$ cat src/design/clt_pkg.sv
// ----------------------------------------------------------------------------
// clt_pkg
// Types, character codes and helper functions shared by the tokenizer files.
// ----------------------------------------------------------------------------
package clt_pkg;

  // Width of the internal byte counter and of the emitted start offset.
  localparam int POS_W   = 24;
  localparam int START_W = 24;
  localparam int MAX_RES = 3;
  localparam int QDEPTH  = 4;

  // Scanner modes.
  typedef enum logic [2:0] {
    MODE_IDLE    = 3'd0,
    MODE_IDENT   = 3'd1,
    MODE_SLASH   = 3'd2,
    MODE_COMMENT = 3'd3,
    MODE_STRING  = 3'd4,
    MODE_HALTED  = 3'd5
  } mode_t;

  // Token kinds.
  typedef enum logic [3:0] {
    KIND_IDENT        = 4'd0,
    KIND_STRING       = 4'd1,
    KIND_COLON        = 4'd2,
    KIND_COMMA        = 4'd3,
    KIND_LBRACE       = 4'd4,
    KIND_RBRACE       = 4'd5,
    KIND_LPAREN       = 4'd6,
    KIND_RPAREN       = 4'd7,
    KIND_EOF          = 4'd8,
    KIND_ILLEGAL      = 4'd9,
    KIND_UNTERMINATED = 4'd10
  } kind_t;

  // Character codes.
  localparam logic [7:0] CH_UNDERSCORE = 8'h5F;
  localparam logic [7:0] CH_SLASH      = 8'h2F;
  localparam logic [7:0] CH_DOT        = 8'h2E;
  localparam logic [7:0] CH_DASH       = 8'h2D;
  localparam logic [7:0] CH_NEWLINE    = 8'h0A;
  localparam logic [7:0] CH_TAB        = 8'h09;
  localparam logic [7:0] CH_SPACE      = 8'h20;
  localparam logic [7:0] CH_QUOTE      = 8'h22;
  localparam logic [7:0] CH_COLON      = 8'h3A;
  localparam logic [7:0] CH_COMMA      = 8'h2C;
  localparam logic [7:0] CH_LBRACE     = 8'h7B;
  localparam logic [7:0] CH_RBRACE     = 8'h7D;
  localparam logic [7:0] CH_LPAREN     = 8'h28;
  localparam logic [7:0] CH_RPAREN     = 8'h29;

  // One source byte.
  typedef struct packed {
    logic [7:0] ch;
    logic       last_byte;
  } in_item_t;

  // One token.
  typedef struct packed {
    kind_t              token_kind;
    logic [START_W-1:0] token_start;
    logic               run_last;
  } out_item_t;

  // Tokens produced by one byte, in order, with their count.
  typedef struct packed {
    logic [1:0]                cnt;
    out_item_t [MAX_RES-1:0]   items;
  } push_t;

  function automatic logic is_letter(input logic [7:0] c);
    return (c >= 8'h61 && c <= 8'h7A) || (c >= 8'h41 && c <= 8'h5A);
  endfunction

  function automatic logic starts_ident(input logic [7:0] c);
    return is_letter(c) || c == CH_DASH || c == CH_DOT;
  endfunction

  function automatic logic continues_ident(input logic [7:0] c);
    return is_letter(c) || (c >= 8'h30 && c <= 8'h39) || c == CH_UNDERSCORE ||
           c == CH_SLASH || c == CH_DOT || c == CH_DASH;
  endfunction

  // Map a byte offset onto the fixed-width start field.
  function automatic logic [START_W-1:0] to_start(input logic [POS_W-1:0] p);
    logic [31:0] w;
    w = 32'(p);
    return w[START_W-1:0];
  endfunction

endpackage

$ cat src/design/clt_scan.sv
// ----------------------------------------------------------------------------
// clt_scan
// Scanner state and the per-byte token logic; yields up to three tokens a byte.
// ----------------------------------------------------------------------------
module clt_scan
  import clt_pkg::*;
(
  input  logic     clk,
  input  logic     rst_n,
  input  logic     step_en,
  input  in_item_t in_data,
  output push_t    push
);

  mode_t            mode_r, mode_nxt;
  logic [POS_W-1:0] pos_r, pos_nxt;
  logic [POS_W-1:0] tb_r, tb_nxt;

  // Candidate tokens: a closed identifier, a middle token, the end token.
  out_item_t [2:0]  cand;
  logic [2:0]       cand_v;

  // Per-byte decision.
  always_comb begin
    logic [7:0]       c;
    logic             fresh;
    mode_t            m1;
    logic [POS_W-1:0] tb1;
    logic [POS_W-1:0] pos_inc;
    logic             stop;

    c       = in_data.ch;
    fresh   = 1'b0;
    m1      = mode_r;
    tb1     = tb_r;
    pos_inc = pos_r + 1'b1;
    stop    = 1'b0;
    cand_v  = '0;
    cand[0] = '{token_kind: KIND_IDENT, token_start: to_start(tb_r), run_last: 1'b0};
    cand[1] = '{token_kind: KIND_STRING, token_start: to_start(tb_r), run_last: 1'b0};
    cand[2] = '{token_kind: KIND_EOF, token_start: to_start(pos_inc), run_last: 1'b0};

    // Pending token handling.
    unique case (mode_r)
      MODE_IDLE: begin
        fresh = 1'b1;
      end
      MODE_SLASH: begin
        if (c == CH_SLASH) begin
          m1 = MODE_COMMENT;
        end else if (continues_ident(c)) begin
          m1 = MODE_IDENT;
        end else begin
          cand_v[0] = 1'b1;
          fresh     = 1'b1;
        end
      end
      MODE_IDENT: begin
        if (!continues_ident(c)) begin
          cand_v[0] = 1'b1;
          fresh     = 1'b1;
        end
      end
      MODE_COMMENT: begin
        if (c == CH_NEWLINE) begin
          m1 = MODE_IDLE;
        end
      end
      MODE_STRING: begin
        if (c == CH_QUOTE) begin
          cand_v[1] = 1'b1;
          m1        = MODE_IDLE;
        end
      end
      default: begin
        m1   = MODE_HALTED;
        stop = 1'b1;
      end
    endcase

    // A byte seen with no token pending.
    if (fresh) begin
      m1 = MODE_IDLE;
      cand[1].token_start = to_start(pos_r);
      priority if (c == CH_SLASH) begin
        m1  = MODE_SLASH;
        tb1 = pos_r;
      end else if (starts_ident(c)) begin
        m1  = MODE_IDENT;
        tb1 = pos_r;
      end else if (c == CH_QUOTE) begin
        m1  = MODE_STRING;
        tb1 = pos_r;
      end else if (c == CH_SPACE || c == CH_TAB || c == CH_NEWLINE) begin
        m1 = MODE_IDLE;
      end else begin
        cand_v[1] = 1'b1;
        unique case (c)
          CH_COLON:  cand[1].token_kind = KIND_COLON;
          CH_COMMA:  cand[1].token_kind = KIND_COMMA;
          CH_LBRACE: cand[1].token_kind = KIND_LBRACE;
          CH_RBRACE: cand[1].token_kind = KIND_RBRACE;
          CH_LPAREN: cand[1].token_kind = KIND_LPAREN;
          CH_RPAREN: cand[1].token_kind = KIND_RPAREN;
          default: begin
            cand[1].token_kind = KIND_ILLEGAL;
            m1 = MODE_HALTED;
          end
        endcase
      end
    end

    // End of file closes what is pending.
    mode_nxt = m1;
    tb_nxt   = tb1;
    pos_nxt  = pos_r;
    if (!stop && m1 != MODE_HALTED) begin
      if (in_data.last_byte) begin
        if (m1 == MODE_IDENT || m1 == MODE_SLASH) begin
          cand_v[1]           = 1'b1;
          cand[1].token_kind  = KIND_IDENT;
          cand[1].token_start = to_start(tb1);
        end else if (m1 == MODE_STRING) begin
          cand_v[1]           = 1'b1;
          cand[1].token_kind  = KIND_UNTERMINATED;
          cand[1].token_start = to_start(tb1);
          mode_nxt            = MODE_HALTED;
        end
        if (m1 != MODE_STRING) begin
          cand_v[2] = 1'b1;
          mode_nxt  = MODE_IDLE;
          pos_nxt   = '0;
          tb_nxt    = '0;
        end
      end else begin
        pos_nxt = pos_inc;
      end
    end
  end

  // Pack the valid candidates in order and flag the last one.
  always_comb begin
    logic [1:0] n;
    n = '0;
    push.items = '0;
    for (int k = 0; k < 3; k++) begin
      if (cand_v[k]) begin
        push.items[n] = cand[k];
        n = n + 1'b1;
      end
    end
    for (int k = 0; k < MAX_RES; k++) begin
      push.items[k].run_last = (n != 2'd0) && (2'(k) == n - 2'd1);
    end
    push.cnt = n;
  end

  // Scanner state.
  always_ff @(posedge clk) begin
    if (!rst_n) begin
      mode_r <= MODE_IDLE;
      pos_r  <= '0;
      tb_r   <= '0;
    end else if (step_en) begin
      mode_r <= mode_nxt;
      pos_r  <= pos_nxt;
      tb_r   <= tb_nxt;
    end
  end

endmodule

$ cat src/design/clt_queue.sv
// ----------------------------------------------------------------------------
// clt_queue
// Four-entry result queue: takes up to three tokens a cycle, hands out one while out_ready is high.
// ----------------------------------------------------------------------------
module clt_queue
  import clt_pkg::*;
(
  input  logic      clk,
  input  logic      rst_n,
  input  logic      push_en,
  input  push_t     push,
  output logic      room,
  output logic      out_valid,
  input  logic      out_ready,
  output out_item_t out_data
);

  out_item_t  q_r   [QDEPTH];
  out_item_t  q_nxt [QDEPTH];
  logic [2:0] cnt_r, cnt_nxt;
  logic       pop;
  logic [2:0] base;

  assign out_valid = (cnt_r != 3'd0);
  assign out_data  = q_r[0];
  assign room      = (cnt_r <= 3'd1);
  assign pop       = out_valid && out_ready;

  // Shift out the taken transaction, then append the new tokens.
  always_comb begin
    logic [2:0] slot;
    base = cnt_r - {2'b00, pop};
    for (int i = 0; i < QDEPTH - 1; i++) begin
      q_nxt[i] = pop ? q_r[i+1] : q_r[i];
    end
    q_nxt[QDEPTH-1] = q_r[QDEPTH-1];
    for (int i = 0; i < QDEPTH; i++) begin
      slot = 3'(i) - base;
      if (push_en && 3'(i) >= base && slot < {1'b0, push.cnt}) begin
        q_nxt[i] = push.items[slot[1:0]];
      end
    end
    cnt_nxt = base + (push_en ? {1'b0, push.cnt} : 3'd0);
  end

  // Queue payload.
  always_ff @(posedge clk) begin
    for (int i = 0; i < QDEPTH; i++) begin
      q_r[i] <= q_nxt[i];
    end
  end

  // Fill count.
  always_ff @(posedge clk) begin
    if (!rst_n) begin
      cnt_r <= '0;
    end else begin
      cnt_r <= cnt_nxt;
    end
  end

endmodule

$ cat src/design/config_language_tokenizer.sv
// ----------------------------------------------------------------------------
// config_language_tokenizer
// Streaming tokenizer for a small configuration language.
// ----------------------------------------------------------------------------
// Usage:
//   The input channel (in_valid/in_ready/in_data) takes one source byte per
//   transaction, with last_byte marking the final byte of a file. The output
//   channel (out_valid/out_ready/out_data) delivers tokens with their start
//   offsets; run_last marks the last token caused by a given byte.
//   A byte's tokens enter the result queue as the byte is accepted and are
//   offered behind any token already waiting. Throughput is one byte per
//   cycle while each byte yields at most one token and the receiver takes
//   each one; the four-entry result queue accepts a byte only while at most
//   one token is waiting, so a byte yielding more tokens holds off the next.
//   When the receiver stalls, tokens wait in the queue and in_ready drops
//   once more than one token is pending. After an illegal byte or an
//   unterminated string, later bytes are accepted but give no tokens.
//   Reset (rst_n low, synchronous) empties the queue and returns the scanner
//   to idle at offset zero.
// ----------------------------------------------------------------------------
module config_language_tokenizer
  import clt_pkg::*;
(
  input  logic      clk,
  input  logic      rst_n,
  input  logic      in_valid,
  output logic      in_ready,
  input  in_item_t  in_data,
  output logic      out_valid,
  input  logic      out_ready,
  output out_item_t out_data
);

  logic  accept;
  logic  room;
  push_t push;

  assign in_ready = room;
  assign accept   = in_valid && in_ready;

  // Per-byte scanner.
  clt_scan u_scan (
    .clk     (clk),
    .rst_n   (rst_n),
    .step_en (accept),
    .in_data (in_data),
    .push    (push)
  );

  // Result queue.
  clt_queue u_queue (
    .clk       (clk),
    .rst_n     (rst_n),
    .push_en   (accept),
    .push      (push),
    .room      (room),
    .out_valid (out_valid),
    .out_ready (out_ready),
    .out_data  (out_data)
  );

endmodule

$ cat config.mk
export PLATFORM = sky130hd
export DESIGN_NAME = config_language_tokenizer
export DESIGN_NICKNAME = d
export VERILOG_FILES = /design/src/design/clt_pkg.sv /design/src/design/clt_scan.sv /design/src/design/clt_queue.sv /design/src/design/config_language_tokenizer.sv
export SDC_FILE = /design/constraint.sdc
export NUM_CORES = 1
export LEC_CHECK = 0
export ABC_AREA = 1
export ABC_CLOCK_PERIOD_IN_PS = 6500
export BUFFER_PORTS_ARGS = -buffer_cell sky130_fd_sc_hd__clkbuf_2
export CAP_MARGIN = 20
export CORE_MARGIN = 1.5
export CORE_UTILIZATION = 35
export CTS_CLUSTER_DIAMETER = 100
export CTS_CLUSTER_SIZE = 14
export DETAILED_ROUTE_END_ITERATION = 10
export PLACE_DENSITY = 0.61
export SYNTH_ARGS = -nofsm -noshare
export SYNTH_HDL_FRONTEND = slang
export SYNTH_SLANG_ARGS = --single-unit
$ cat constraint.sdc
create_clock -name clk -period 6.5 [get_ports clk]
set_input_delay 0.975 -clock clk [delete_from_list [all_inputs] [get_ports clk]]
set_output_delay 0.975 -clock clk [all_outputs]
set_load 0.02 [all_outputs]
==> results.md <==
* Pre-Repair DR Iteration Count at 5
* Worst Hold Launch: u_scan.tb_r[11]
* Maxcap violations at 0
* CTS clk-pin slew, worst paths at approximately 0.070 ns
* Critical-path maximum fanout at 50
* H-tree levels at 4
* CTS root buf: clkbuf_16
* Port-buffer cells at 43
* Mapped Area at between 10000 and 15000 sq um
* Mean number of vias per cell at roughly 5.2
* Setup TNS at 0 ns
* I/O Pins at 44
* Die Ht at about 190 microns
* Clock Latency Late Sink at roughly 0.44 ns
* PD cells at 545.4 nW/um^2
* Worst hold-check path type: reg2reg
* FF+latch count, synth at 170
* Starting DRC count in detailed routing at between 1k and 1.5k
* Met2 usage at between 20% and 30%
* Global-route usage over all layers at about a fifth
* Met1 GRT Util at 29.04%
* P&R area growth vs syn at 8.530%
* Initial Utilization at 35.69%
* Worst path arrival time at 5.20 ns
* TritonCTS clock tree: done
* Crit. End Element: flop
* Critical path required time at ~6.7 ns
* DP Wirelength at 23190 microns
* ANT nets after route at 0
* Crit path launch: in_data[5]
* CP startpoint kind: input port
* Num rows at 67
* Drt wl/cell at 15.37 microns
* Max-slew violations at 0
* Antenna cells at 0
* LEAKAGE at 5.437 nW
* Crit Path Class: in2reg
* Met3 usage at under 10%
* Via Count at 11.36k
* Core area at 33620 sq um
* GRT busiest layer: met1
* Max Freq at roughly 0.2 GHz
* Post-CTS Hold Fix Bufs at 0
* RSZ-0062 raised after global routing: false
* Largest net degree at the start of global routing at 76
* Most frequent cells in the layout: nand2_1, nand3_1, o21ai_0
* Final setup vio count at 0
* Routed WL at about 33000 microns
* Seq/Total Area, Yosys at a little under two fifths
* Initial antenna violation count at 0
* Slew at the pin closest to its max-slew limit at just over 0.8 ns
* # DRC at 0
* Setup Fix Bufs, Post-CTS at 0
* Clock buffer depth at 2
* First-pass GRT wire length at around 54000 microns
* Filler instances at 3524
* Avg Inst Size Synth at slightly below 7 sq um
* Die area at between 30000 and 40000 sq um
* Vias in the first global route at between 9k and 10k
* Post-Synthesis Cells at between 1.5k and 2k
* Final hold vios at 0
* Layout cells sized above 1 at around a tenth
* CTS-repair resized insts at 0
* Outcome: finished, final reports clean
* Total CTS buffers at 17
* Ys Warns at 0
* Period Utilization, post-route at between 70 and 80%
* Final worst path period need at about 5 ns
* Syn_nets at 1761
* Clock skew at between 0.015 and 0.02 ns
* Die Span X at between 150 and 200 microns
* Critical R2R Launch: u_scan.mode_r[0]
* Grt total ovfl at 0
* Slew HR at around 45%
* CTS sink count at between 150 and 200
* Tot Pwr at about 7.1 mW
* # nets final at about 1.7k
* Commonest non-fill, non-tap cell in the layout: nand2_1
* Netlist cell types at 48
* Max VDD drop at 0.4046 mV
* RePlAce Congestion at between 0.8 and 0.9
==> critical path, stage by stage <==
cell	delay, ns
clkbuf_2	0.11
inv_2	0.08
nand2_2	0.07
nor2_4	0.17
nand3_1	0.09
nand2_1	0.14
nor2_2	0.07
o21bai_4	0.16
buf_4	0.40
nand2_1	0.20
nand4_4	0.15
o21ai_2	0.08
nand2_2	0.06
nand2_1	0.07
ha_1	0.27
inv_1	0.11
nor2_8	0.38
inv_4	0.23
nand2_4	0.15
inv_4	0.05
nand2_4	0.06
nand3_1	0.09
nand2_2	0.52
inv_4	0.24
nand3_1	0.16
nand2_1	0.06
==> path summary, 6_finish.rpt <==
path                            cells past startpoint  slack [ns]                 to
worst min-delay path                                2        0.51    u_scan.tb_r[11]
worst max-delay path                               26        1.49  u_queue.q_r[0][4]
worst min register to register                      2        0.51    u_scan.tb_r[11]
worst max register to register                     23        1.89  u_queue.q_r[0][4]
==> cells in the mapped netlist (all sizes together) <==
cell type,count,share of area [%]
dfxtp,54,9.0
xnor2,2,0.15
a22oi,1,0.063
nor3,8,0.38
nand3,152,6.5
o21ai,130,5.5
nand3b,20,1.3
o31ai,1,0.063
ha,13,1.4
a31oi,1,0.052
a211oi,24,1.5
xor2,20,1.5
inv,98,3.1
fa,1,0.17
buf,52,2.4
edfxtp,116,29
a2111oi,1,0.073
or3,1,0.052
nor3b,1,0.063
o211ai,1,0.063
nor4,3,0.16
o21bai,1,0.16
nand4,109,5.8
a21oi,79,3.9
nor2,65,2.6
nand2,712,23
clkinv,3,0.094
clkbuf,63,2.0
or2,2,0.10
==> area by class of cell <==
| type | instances | area [sq um] | area share [%] |
|---|---|---|---|
| Timing Repair Buffer | 67 | 395.4 | 3.036 |
| Multi-Input combinational cell | 1348 | 6541 | 50.24 |
| Clock buffer | 18 | 429.2 | 3.296 |
| Clock inverter | 13 | 141.4 | 1.086 |
| Tap cell | 448 | 560.5 | 4.305 |
| Sequential cell | 170 | 4564 | 35.05 |
| Inverter | 101 | 389.1 | 2.988 |
==> sequential cells by signal, indices dropped and copies added, names as in the netlist <==
signal	flops
u_queue.cnt_r	3
u_scan.mode_r	3
u_scan.pos_r	24
u_scan.tb_r	24
u_queue.q_r	116
==> cell families after synthesis <==
kind of cell,Yosys count,synth area share [%]
adder cells (fa/ha/maj),14,1.523
AO/OA/AOI/OAI,239,11.38
buffers and inverters,216,7.634
AND/OR/NAND/NOR,1073,39.82
XOR/XNOR,22,1.606
flip-flops,170,38.04
==> through the flow <==
| stage | hold slack, ns | utilization [%] | area [sq um] | cells | setup slack, ns |
|---|---|---|---|---|---|
| 2_1_floorplan | 0.4716 | - | 12000 | 1734 | 1.401 |
| 3_3_place_gp | 0.4793 | 37.04 | 12450 | 2134 | 1.156 |
| 3_5_place_dp | 0.4899 | 37.04 | 12450 | 2134 | 1.011 |
| 4_1_cts | 0.5017 | 38.74 | 13020 | 2165 | 1.471 |
| 5_1_grt | 0.5223 | 38.74 | 13020 | 2165 | 0.9860 |
| 6_report | 0.5053 | 38.74 | 13020 | 2165 | 1.492 |
==> power by group <==
group	total, mW	switching, mW	internal, mW
registers	1.97	0.144	1.82
logic	4.10	2.98	1.12
clock network	1.03	0.462	0.567
total	7.10	3.59	3.51
==> metal layers <==
layer / vias to the layer above / part of all wire [%]
li1: 5784 / -
met1: 5180 / 50
met2: 382 / 43
met3: 12 / 6.8
met4: 0 / 0.64
met5: - / 0
No activity file was read; power rests on OpenSTA's default activity.
